===== config.mk =====
export PLATFORM = sky130hd
export DESIGN_NAME = gyro_frame_median_filter
export DESIGN_NICKNAME = d
export VERILOG_FILES = /design/src/design/gfmf_pkg.sv /design/src/design/gfmf_parser.sv /design/src/design/gfmf_window.sv /design/src/design/gyro_frame_median_filter.sv
export VERILOG_INCLUDE_DIRS = /design/src /design/src/design
export SDC_FILE = /design/constraint.sdc
export NUM_CORES = 1
export LEC_CHECK = 0
export BUFFER_PORTS_ARGS = -buffer_cell sky130_fd_sc_hd__buf_2
export CAP_MARGIN = 25
export CORE_ASPECT_RATIO = 2
export CORE_MARGIN = 4
export CORE_UTILIZATION = 58
export CTS_BUF_LIST = sky130_fd_sc_hd__clkbuf_8 sky130_fd_sc_hd__clkbuf_16
export DETAILED_ROUTE_END_ITERATION = 10
export PLACE_DENSITY = 0.79
export REMOVE_ABC_BUFFERS = 1
export SYNTH_ARGS = -nofsm -noshare
export SYNTH_HDL_FRONTEND = slang
export SYNTH_HIERARCHICAL = 1
export SYNTH_SLANG_ARGS = --single-unit

===== constraint.sdc =====
create_clock -name clk_i -period 4.2 [get_ports clk_i]
set_input_delay 0.21 -clock clk_i [delete_from_list [all_inputs] [get_ports clk_i]]
set_output_delay 0.21 -clock clk_i [all_outputs]
set_load 0.01 [all_outputs]

===== src/design/gyro_frame_median_filter_assert.svh =====
// ----------------------------------------------------------------------------
// Gyro frame median filter assertion macros
// Shared concurrent assertion forms, clocked on clk_i, disabled in reset.
// ----------------------------------------------------------------------------
`ifndef GYRO_FRAME_MEDIAN_FILTER_ASSERT_SVH
`define GYRO_FRAME_MEDIAN_FILTER_ASSERT_SVH

// Same-cycle implication
`define GFMF_ASSERT_IMP(lbl, ante, cons) \
  lbl: assert property (@(posedge clk_i) disable iff (!rst_ni) (ante) |-> (cons)) \
    else $error("gfmf: same-cycle check failed");

// Next-cycle implication
`define GFMF_ASSERT_NXT(lbl, ante, cons) \
  lbl: assert property (@(posedge clk_i) disable iff (!rst_ni) (ante) |=> (cons)) \
    else $error("gfmf: next-cycle check failed");

`endif


===== src/design/gfmf_pkg.sv =====
// ----------------------------------------------------------------------------
// Gyro frame median filter package
// Shared widths, reset values, codes and the frame struct.
// ----------------------------------------------------------------------------
package gfmf_pkg;

  localparam int ByteW  = 8;
  localparam int AngleW = 10;
  localparam int CfgIdxW = 1;

  typedef logic [ByteW-1:0]         byte_t;
  typedef logic signed [AngleW-1:0] angle_t;

  // Register indexes
  localparam logic [CfgIdxW-1:0] CfgIdxSync  = 1'b0;
  localparam logic [CfgIdxW-1:0] CfgIdxPitch = 1'b1;

  // Register reset values and flag code
  localparam byte_t SyncReset     = 8'd100;
  localparam byte_t PitchOffReset = 8'd17;
  localparam byte_t FlagNegative  = 8'hFF;

  // Parser to window/output interface
  typedef struct packed {
    logic   push;     // frame complete this cycle
    logic   at_last;  // parser expects the last payload byte
    angle_t roll;
    angle_t pitch;
    angle_t yaw;
  } gfmf_frame_t;

endpackage


===== src/design/gfmf_parser.sv =====
// ----------------------------------------------------------------------------
// Gyro frame parser
// Hunts for the double sync byte, then collects flag/value pairs for
// roll, pitch and yaw and reports the finished frame angles.
// ----------------------------------------------------------------------------
module gfmf_parser (
  input  logic                clk_i,
  input  logic                rst_ni,
  input  logic                fire_i,
  input  gfmf_pkg::byte_t     byte_i,
  input  gfmf_pkg::byte_t     sync_i,
  input  gfmf_pkg::byte_t     pitch_off_i,
  output gfmf_pkg::gfmf_frame_t frame_o
);
  import gfmf_pkg::*;

  typedef enum logic [3:0] {
    PhHunt1 = 4'd0,
    PhHunt2 = 4'd1,
    PhPay0  = 4'd2,
    PhPay1  = 4'd3,
    PhPay2  = 4'd4,
    PhPay3  = 4'd5,
    PhPay4  = 4'd6,
    PhPay5  = 4'd7
  } phase_e;

  phase_e phase_q, phase_d;
  byte_t  flag_q, flag_d;
  angle_t roll_q, roll_d;
  angle_t pitch_q, pitch_d;
  angle_t raw_angle;
  angle_t pitch_angle;
  logic   is_sync;

  // Sign-extend the value byte by its flag
  assign raw_angle   = (flag_q == FlagNegative) ? angle_t'({2'b11, byte_i})
                                                : angle_t'({2'b00, byte_i});
  assign pitch_angle = raw_angle - angle_t'({2'b00, pitch_off_i});
  assign is_sync     = (byte_i == sync_i);

  // Advance the frame phase
  always_comb begin
    phase_d = phase_q;
    flag_d  = flag_q;
    roll_d  = roll_q;
    pitch_d = pitch_q;
    if (fire_i) begin
      unique case (phase_q)
        PhHunt2: phase_d = is_sync ? PhPay0 : PhHunt1;
        PhPay0: begin
          flag_d  = byte_i;
          phase_d = PhPay1;
        end
        PhPay1: begin
          roll_d  = raw_angle;
          phase_d = PhPay2;
        end
        PhPay2: begin
          flag_d  = byte_i;
          phase_d = PhPay3;
        end
        PhPay3: begin
          pitch_d = pitch_angle;
          phase_d = PhPay4;
        end
        PhPay4: begin
          flag_d  = byte_i;
          phase_d = PhPay5;
        end
        PhPay5:  phase_d = PhHunt1;
        default: phase_d = is_sync ? PhHunt2 : PhHunt1;
      endcase
    end
  end

  always_ff @(posedge clk_i or negedge rst_ni) begin
    if (!rst_ni) begin
      phase_q <= PhHunt1;
      flag_q  <= '0;
      roll_q  <= '0;
      pitch_q <= '0;
    end else begin
      phase_q <= phase_d;
      flag_q  <= flag_d;
      roll_q  <= roll_d;
      pitch_q <= pitch_d;
    end
  end

  // Report the frame; yaw comes straight from the last value byte
  assign frame_o.at_last = (phase_q == PhPay5);
  assign frame_o.push    = fire_i && (phase_q == PhPay5);
  assign frame_o.roll    = roll_q;
  assign frame_o.pitch   = pitch_q;
  assign frame_o.yaw     = raw_angle;

endmodule


===== src/design/gfmf_window.sv =====
// ----------------------------------------------------------------------------
// Gyro angle median window
// Shift register of recent angles with a rank-select median network.
// ----------------------------------------------------------------------------
module gfmf_window #(
  parameter int Depth = 5
) (
  input  logic             clk_i,
  input  logic             rst_ni,
  input  logic             push_i,
  input  gfmf_pkg::angle_t angle_i,
  output gfmf_pkg::angle_t median_o
);
  import gfmf_pkg::*;

  localparam int RankW = $clog2(Depth);
  localparam logic [RankW-1:0] MidRank = RankW'(Depth / 2);

  angle_t win_q [Depth];
  angle_t win_nxt [Depth];
  logic [RankW-1:0] rank [Depth];
  angle_t median;

  // Shift out the oldest, append the newest at the top
  always_comb begin
    for (int i = 0; i < Depth - 1; i++) begin
      win_nxt[i] = win_q[i+1];
    end
    win_nxt[Depth-1] = angle_i;
  end

  always_ff @(posedge clk_i or negedge rst_ni) begin
    if (!rst_ni) begin
      for (int i = 0; i < Depth; i++) begin
        win_q[i] <= '0;
      end
    end else if (push_i) begin
      win_q <= win_nxt;
    end
  end

  // Stable rank of each entry: ties broken by position
  always_comb begin
    for (int i = 0; i < Depth; i++) begin
      rank[i] = '0;
      for (int j = 0; j < Depth; j++) begin
        if ((win_nxt[j] < win_nxt[i]) || ((win_nxt[j] == win_nxt[i]) && (j < i))) begin
          rank[i] = rank[i] + RankW'(1);
        end
      end
    end
  end

  // Pick the entry of middle rank
  always_comb begin
    median = '0;
    for (int i = 0; i < Depth; i++) begin
      if (rank[i] == MidRank) begin
        median = median | win_nxt[i];
      end
    end
  end

  assign median_o = median;

endmodule


===== src/design/gyro_frame_median_filter.sv =====
// ----------------------------------------------------------------------------
// Gyro frame median filter
// Parses gyro frames and emits the windowed median of roll, pitch and yaw.
// ----------------------------------------------------------------------------
// One byte is accepted per cycle. When the last payload byte of a frame is
// accepted, the angles enter their windows and the three medians appear in
// the result register on the next cycle. The only stall: the last payload
// byte waits while a previous result is still held and not taken. The
// median network is a single rank-select stage fed by the shifted window.
`include "gyro_frame_median_filter_assert.svh"

module gyro_frame_median_filter #(
  parameter int WINDOW_DEPTH = 5
) (
  input  logic                          clk_i,
  input  logic                          rst_ni,
  input  logic                          cfg_we_i,
  input  logic [gfmf_pkg::CfgIdxW-1:0]  cfg_idx_i,
  input  gfmf_pkg::byte_t               cfg_wdata_i,
  input  logic                          rx_valid_i,
  output logic                          rx_ready_o,
  input  gfmf_pkg::byte_t               rx_byte_i,
  output logic                          res_valid_o,
  input  logic                          res_ready_i,
  output gfmf_pkg::angle_t              roll_median_o,
  output gfmf_pkg::angle_t              pitch_median_o,
  output gfmf_pkg::angle_t              yaw_median_o
);
  import gfmf_pkg::*;

  byte_t       sync_q, sync_d;
  byte_t       poff_q, poff_d;
  gfmf_frame_t frame;
  logic        fire;
  angle_t      roll_med, pitch_med, yaw_med;
  logic        res_valid_q, res_valid_d;
  angle_t      roll_q, pitch_q, yaw_q;

  // Configuration registers
  always_comb begin
    sync_d = sync_q;
    poff_d = poff_q;
    if (cfg_we_i) begin
      unique case (cfg_idx_i)
        CfgIdxSync:  sync_d = cfg_wdata_i;
        CfgIdxPitch: poff_d = cfg_wdata_i;
        default: ;
      endcase
    end
  end

  always_ff @(posedge clk_i or negedge rst_ni) begin
    if (!rst_ni) begin
      sync_q <= SyncReset;
      poff_q <= PitchOffReset;
    end else begin
      sync_q <= sync_d;
      poff_q <= poff_d;
    end
  end

  // Hold only the frame-ending request while a result waits
  assign rx_ready_o = !(frame.at_last && res_valid_q && !res_ready_i);
  assign fire       = rx_valid_i && rx_ready_o;

  gfmf_parser u_parser (
    .clk_i       (clk_i),
    .rst_ni      (rst_ni),
    .fire_i      (fire),
    .byte_i      (rx_byte_i),
    .sync_i      (sync_q),
    .pitch_off_i (poff_q),
    .frame_o     (frame)
  );

  gfmf_window #(.Depth(WINDOW_DEPTH)) u_roll_win (
    .clk_i    (clk_i),
    .rst_ni   (rst_ni),
    .push_i   (frame.push),
    .angle_i  (frame.roll),
    .median_o (roll_med)
  );

  gfmf_window #(.Depth(WINDOW_DEPTH)) u_pitch_win (
    .clk_i    (clk_i),
    .rst_ni   (rst_ni),
    .push_i   (frame.push),
    .angle_i  (frame.pitch),
    .median_o (pitch_med)
  );

  gfmf_window #(.Depth(WINDOW_DEPTH)) u_yaw_win (
    .clk_i    (clk_i),
    .rst_ni   (rst_ni),
    .push_i   (frame.push),
    .angle_i  (frame.yaw),
    .median_o (yaw_med)
  );

  // Result register: load on frame end, drop when taken
  always_comb begin
    res_valid_d = res_valid_q;
    if (frame.push) begin
      res_valid_d = 1'b1;
    end else if (res_ready_i) begin
      res_valid_d = 1'b0;
    end
  end

  always_ff @(posedge clk_i or negedge rst_ni) begin
    if (!rst_ni) begin
      res_valid_q <= 1'b0;
    end else begin
      res_valid_q <= res_valid_d;
    end
  end

  always_ff @(posedge clk_i) begin
    if (frame.push) begin
      roll_q  <= roll_med;
      pitch_q <= pitch_med;
      yaw_q   <= yaw_med;
    end
  end

  assign res_valid_o    = res_valid_q;
  assign roll_median_o  = roll_q;
  assign pitch_median_o = pitch_q;
  assign yaw_median_o   = yaw_q;

  // A frame never overwrites a result that is still waiting
  `GFMF_ASSERT_IMP(a_no_overwrite, frame.push, !res_valid_q || res_ready_i)
  // A completed frame always shows up as a result
  `GFMF_ASSERT_NXT(a_push_shows, frame.push, res_valid_q)
  // Input stalls only behind a held result
  `GFMF_ASSERT_IMP(a_stall_cause, !rx_ready_o, res_valid_q && frame.at_last)

endmodule


After elaboration in Yosys (flattened, before gate mapping). Cells that the tools add are included.

ROM bits: 0. Register bits: 199. Memories kept: 0. Bits in latches: 0. Memory bits (writable): 0. Logic and storage cells: 364. Output and inout bits: 32. Input bits: 22.

Reductions and logical operators: 43. Add/subtract/negate cells: 61. Muxes and demuxes: 96. Magnitude comparators: 75. Multiply operators: 0. Shift-type cells: 0. Eq/ne operators: 54. Bitwise logic cells: 13. Divide/modulo/power cells: 0.

Operators with widths (count): < comparator 10 bit (75); == test 10 bit (30); two-way mux 3 bit (60); two-way mux 10 bit (16); adder 3 x 1 -> 3 bit, second input constant (48); bitwise OR 10 bit (12); == test 3 x 2 -> 1 bit, second input constant (15); logical OR 1 bit (30); case mux 4 bit (7 select lines) (1); adder 1 x 1 -> 2 bit, second input constant (12); two-way mux 1 bit (18); == test 4 x 3 -> 1 bit, second input constant (4); AND reduction 2 bit (5); subtractor 10 x 9 -> 10 bit (1); == test 4 x 2 -> 1 bit, second input constant (2); == test 8 bit (1); == test 8 bit, second input constant (1); == test 4 x 1 -> 1 bit, second input constant (1); logical AND 1 bit (4); OR reduction 3 bit (1); zero test 1 bit (2); two-way mux 2 bit (1); nonzero test 2 bit (1); inverter 1 bit (1).

Logic depth before layout (Yosys ltp).
Depth in word-level cells: 20. Depth in mapped cells: 19. Mapped depth without buffers: 18.

Cells and area by module. Netlist, hierarchy kept.

By module, submodules not included: gfmf_window (u_pitch_win ...) (times used 2, area an instance 4603.2 µm², cells each 523, sequential area each 1001.0 µm²); gfmf_window (u_yaw_win) (times used 1, area an instance 4984.8 µm², cells each 598, sequential area each 1001.0 µm²); gfmf_parser (times used 1, area an instance 1732.9 µm², cells each 170, sequential area each 750.7 µm²); gyro_frame_median_filter (times used 1, area an instance 1599.0 µm², cells each 70, sequential area each 1332.5 µm²).

Worst setup path after synthesis. Ideal clock, no wire load.

Path type: reg-to-reg. Start: register u_yaw_win.win_q, in the netlist u_yaw_win/win_nxt[17]. End: register yaw_q[8] (netlist: yaw_median_o[8]) (data pin). Arrival time: 3843 ps. Cell stages (with the launch flop): 20. Setup slack: 67 ps. Period minus slack after synthesis: 4133 ps. Path buffers: 2. Required time: 3909 ps. Library setup time: 291 ps. Cells stage by stage: dfrtp_1 -> inv_1 -> ha_1 -> a21o_1 -> a2111o_1 -> a221oi_1 -> or2_1 -> buf_4 -> inv_2 -> ha_1 -> clkbuf_1 -> xnor2_1 -> ha_1 -> nor2b_1 -> nand4_1 -> o21ai_1 -> mux2i_4 -> mux2i_1 -> a222oi_1 -> o211ai_1.

Word-level cells in the longest chain between the ends: 15. Elaborated cells on any way between the ends: 52. Those cells by class: 8 x add/sub; 9 x order compare; 9 x eq/ne; 18 x mux; 4 x bitwise; 4 x reduce/logical.

Ends and longest elaborated chain: from (decl) (line gfmf_window.sv:19) `angle_t win_q [Depth];`; from (signal assigned) (line gfmf_window.sv:38) `win_q <= win_nxt;`; < comparator 10 bit or == test 10 bit (tied branches) (line gfmf_window.sv:47) `if ((win_nxt[j] < win_nxt[i]) || ((win_nxt[j] == win_nxt[i]) && (j < i))) begin`; logical OR 1 bit (line gfmf_window.sv:47); two-way mux 1 bit (line gfmf_window.sv:47); adder 1 x 1 -> 2 bit (line gfmf_window.sv:48) `rank[i] = rank[i] + RankW'(1);`; two-way mux 3 bit (line gfmf_window.sv:47); adder 3 x 1 -> 3 bit (line gfmf_window.sv:48); two-way mux 3 bit (line gfmf_window.sv:47); adder 3 x 1 -> 3 bit (line gfmf_window.sv:48); two-way mux 3 bit (line gfmf_window.sv:47); adder 3 x 1 -> 3 bit (line gfmf_window.sv:48); two-way mux 3 bit (line gfmf_window.sv:47); == test 3 x 2 -> 1 bit (line gfmf_window.sv:58) `if (rank[i] == MidRank) begin`; two-way mux 10 bit (line gfmf_window.sv:58); bitwise OR 10 bit (line gfmf_window.sv:59) `median = median | win_nxt[i];`; two-way mux 10 bit (*) (line gfmf_window.sv:58); named net yaw_med[8] (line gyro_frame_median_filter.sv:35) `angle_t roll_med, pitch_med, yaw_med;`; to (signal assigned) (line gyro_frame_median_filter.sv:122) `yaw_q <= yaw_med;`; to (decl) (line gyro_frame_median_filter.sv:37) `angle_t roll_q, pitch_q, yaw_q;`.

Mark *: on every way through the listed nets, which the timed path passes. The rest lies on a longest branch. A chain may end at the register's enable or synchronous reset.

Worst setup path after layout.
Start: register u_parser.pitch_q[7]. End: register pitch_q[1] (netlist: pitch_median_o[1]) (data pin).

Word-level cells in the longest chain between the ends: 13. Elaborated cells on any way between the ends: 44. Those cells by class: 4 x add/sub; 9 x order compare; 9 x eq/ne; 14 x mux; 4 x bitwise; 4 x reduce/logical.

Ends and longest elaborated chain: from (decl) (line gfmf_parser.sv:31) `angle_t pitch_q, pitch_d;`; from (signal assigned) (line gfmf_parser.sv:87) `pitch_q <= pitch_d;`; < comparator 10 bit or == test 10 bit (tied branches) (line gfmf_window.sv:47); logical OR 1 bit (line gfmf_window.sv:47); two-way mux 1 bit (line gfmf_window.sv:47); adder 3 x 1 -> 3 bit (line gfmf_window.sv:48); two-way mux 3 bit (line gfmf_window.sv:47); adder 3 x 1 -> 3 bit (line gfmf_window.sv:48); two-way mux 3 bit (line gfmf_window.sv:47); adder 3 x 1 -> 3 bit (line gfmf_window.sv:48); two-way mux 3 bit (line gfmf_window.sv:47); adder 3 x 1 -> 3 bit (line gfmf_window.sv:48); two-way mux 3 bit (line gfmf_window.sv:47); == test 3 x 2 -> 1 bit (line gfmf_window.sv:58); two-way mux 10 bit (*) (line gfmf_window.sv:58); named net pitch_med[1] (line gyro_frame_median_filter.sv:35); to (signal assigned) (line gyro_frame_median_filter.sv:121) `pitch_q <= pitch_med;`; to (decl) (line gyro_frame_median_filter.sv:37).

Marks and branches as above.

==> summary.md <==
| Metric | Value |
|---|---|
| Mux cell area share after synthesis | 5.112% |
| Routed Wire Length | 66.56 mm |
| Async S/R FF share, synth | ~85% |
| Final Hold Vio Count | 0 |
| Simple-gate portion of the synthesized area | ~14% |
| CP cell instances | inv_2 > buf_4 > ha_1 > nand4_1 > nor3_1 > o21a_1 > o31a_1 > mux2i_1 > ha_1 > nor4b_4 > mux2i_2 > mux2i_4 > buf_12 > clkbuf_16 > a222oi_1 > o221ai_1 |
| Drt first-iter violations | 1145 |
| Sw Share | 25.57% |
| XOR/XNOR Fraction of Synth Area | 1.300% |
| Initial core utilization | 59.16% |
| Synth-to-Final Area Change | 23.58% |
| # setup viols final | 6 |
| PortBufs | 53 |
| Vias per cell | 6.483 |
| Post-synthesis compound-gate area fraction | 19.76% |
| CTS tree | done |
| Internal power | 2.911 mW |
| Max Freq | ~0.23 GHz |
| Total grt overflow | 0 |
| Ys flop type | dfrtp_1 |
| Max Buffers Root-to-Sink | 2 |
| Switching component of the power | roughly 1000 uW |
| Average wire per standard cell | 25.70 um |
| Clock-pin slew on the worst setup and hold paths | 80 ps |
| VDD IR max | 329.5 uV |
| TritonCTS buffer count | 17 |
| Max-Slew Margin vs Limit | 36.22% |
| Worst-Margin Slew | 956.7 ps |
| DRC Markers | 0 |
| CP Launch Point | u_parser/pitch_q[7] |
| Post-synth top area cell | ha_1 |
| Sink Count | 197 |
| Setup ws final | -123.7 ps |
| Status | finished, violations left |
| Register area share after synthesis | 29.03% |
| Syn_area_per_cell | between 9 and 10 um2 |
| Top cells by count, synth | ha_1 (347), inv_1 (214), nand2_1 (186) |
| Flop and latch count out of synthesis | 197 |
| Final #Nets | between 2000 and 3000 |
| Clock period minus worst slack | roughly 4300 ps |
| Startpoint Class | flip-flop |
| Hold depth | 3 |
| Failing checks | negative setup slack |
| Vias in the first global route | 17040 |
| Leakage | 10.55 nW |
| ANT nets after route | 0 |
| Worst endpoint required time | 4380 ps |
| Crit path largest cell delay | roughly 480 ps |
| Crit path arrival time | 4500 ps |
| Fin. max-slew vios | 0 |
| Worst hold path type | input port to flip-flop |
| Top-count cell post-synth | ha_1 |
| Post-synthesis cell type count | between 80 and 90 |
| Pre-CTS setup slack | -337.4 ps |
| Clock Skew | 13.61 ps |
| Via count | between 15000 and 20000 |
| Die area | 0.03323 mm2 |
| Die H | about 250 um |
| Global-route wire length before repair | 97.23 mm |
| Crit Path Max Fanout | 5 |
| Mapped Cells | 1884 |
| Reg2reg end | pitch_median_o[1] |
| Largest family of logic cells by synthesized area | adder cells |
| CTS Root Buffer Type | clkbuf_16 |
| FF-to-FF path depth | 16 |
| Layout cells sized above 1 | 26.01% |
| Cell count after placement | 2515 |
| Part of the power in registers | about half |
| Fin Setup TNS | -365.0 ps |
| Gate power share | 7.6% |
| Die X | 130.9 um |
| Final period util | 102.9% |
| Placer Congestion | 1.063 |
| Core area | 0.02962 mm2 |
| Total GRT Usage | 39.78% |
| Synth top area share | approximately a quarter |
| R2R Path Start | u_parser/pitch_q[7] |
| Top cells by area, synth | ha_1 (25%), dfrtp_1 (23%), edfxtp_1 (5.1%) |
| Synth Cell Area | 0.01752 mm2 |
| Count of antenna diodes in the layout | 0 |
| Hold_sp | res_ready_i |
| Io pins | 54 |
| Synth warnings | 6 |
| Clock power frac | around two fifths |
| Finished Layout Cells | 2590 |
| First-pass DRT Iterations | 8 |
| Worst-Skew Late Latency | 470 ps |
| Post-Synth Adder-Cell Area | 24.89% |
| R2r setup slk | -120 ps |
| WS Path Type | flip-flop to flip-flop |
| Pwr dens | around 180 mW/mm2 |
| # rows | 89 |
| Post-synth EDFFs | 30 |
| Setup crit end kind | flip-flop |
| Worst path most repeated cell | ha_1 |
| Crit-path slowest cell | nor3_1 |
| Antenna violations before repair | 1 |
| Post-DP HPWL | 51.92 mm |
| Largest net degree at the start of global routing | 212 |
| H-tree levels | 4 |
| Unrepaired setup endpoints after global routing | yes |
| Maxcap violations | 0 |
| Hold endpoint | res_valid_o |
-- layer usage --
metal	GRT usage (%)	share of wire [%]
met5	0	0.024
met4	40.72	14
met3	7.173	5.3
met2	69.26	50
met1	36.53	31
-- sequential cells by signal (all words and copies together), names as in the netlist --
register / count
pitch_median_o: 10
poff_q: 8
res_valid_o: 1
roll_median_o: 10
sync_q: 8
u_parser/flag_q: 8
u_parser/phase_q: 3
u_parser/pitch_q: 10
u_parser/roll_q: 9
u_pitch_win/win_nxt: 40
u_roll_win/win_nxt: 40
u_yaw_win/win_nxt: 40
yaw_median_o: 10
-- worst max-delay path, delay by kind of cell (launching register included) --
family / cells / cell delay [ps]
AND/OR/NAND/NOR: 3 / 830
adder cells (fa/ha/maj): 2 / 570
AO/OA/AOI/OAI: 4 / 1080
flip-flops: 1 / 400
multiplexers: 3 / 620
buffers and inverters: 4 / 530
-- cells by family (layout without fill, tap and decap cells) --
| logic type | after synthesis | count (layout) |
|---|---|---|
| AOI/OAI and AO/OA | 494 | 494 |
| xor gates and xnor gates | 26 | 26 |
| adders and majority gates | 348 | 348 |
| buffers and inverters | 271 | 612 |
| DFF | 197 | 197 |
| muxes | 76 | 77 |
| and+or+nand+nor | 472 | 472 |
-- area by class of cell --
class                   instances  area, um2
well taps                     364      455.4
repair buffers                360       2756
inverters                     220      828.3
clock inverters                12      78.83
multi-input cells            1417      11950
flip-flops and latches        197       5105
clock buffers                  20      478.0
fillers                      2253       7965
-- power by group through the flow --
stage	Clock [mW]	Sequential, mW	Combinational [mW]
final	1.63	1.98	0.295
after global placement	0	2.02	0.271
after floorplan	0	2.01	0.160
after detailed placement	0	2.02	0.281
after CTS	1.64	1.98	0.286
after global routing	1.71	1.98	0.325
-- through the flow --
step	cell area (um2)	hold WS, ps	utilization [%]	power (mW)
final	21660	26.02	73.11	3.911
after global routing	21660	23.31	73.11	4.017
after CTS	20760	16.09	70.08	3.910
after detailed placement	20070	263.2	67.77	2.300
after global placement	20070	255.6	67.77	2.289
after floorplan	17230	-85.59	-	2.173
-- placed cells by master (no fill, tap or decap), types with 22 or more instances in the layout --
cell      Yosys  layout
nand2b_1     22      22
edfxtp_1     30      30
a21oi_1      79      78
a21o_1       31      31
nor2b_1      30      30
nor2_1       49      44
nand3_1      33      33
inv_1       214     210
mux2_2       42      42
buf_2         3      52
o21a_1       31      30
nand2_1     186     185
dfrtp_1     162     147
nor3_1       34      25
o21ai_0     137     134
nand4_1      43      43
ha_1        347     328
buf_4        13     287
-- worst max-delay path by stage --
stage                                    endpoint  slack (ps)  depth (start not counted)
final                           pitch_median_o[1]        -120                         16
after global routing            pitch_median_o[8]        -190                         15
after CTS                         yaw_median_o[4]         -50                         19
after detailed placement          yaw_median_o[4]        -340                         18
after global placement            yaw_median_o[4]        -330                         18
after floorplan           u_pitch_win/win_nxt[41]       -5250                          6
-- what timing repair did --
item | CTS | global route
pin swaps | 5 | 51
setup endpoints to repair | 27 | 29
gates cloned | 0 | 2
endpoints found under the hold margin | 67 | 0
buffers inserted | 0 | 38
hold buffers | 4 | 0
gates resized for setup | 20 | 106
No activity file was read; power rests on OpenSTA's default activity.
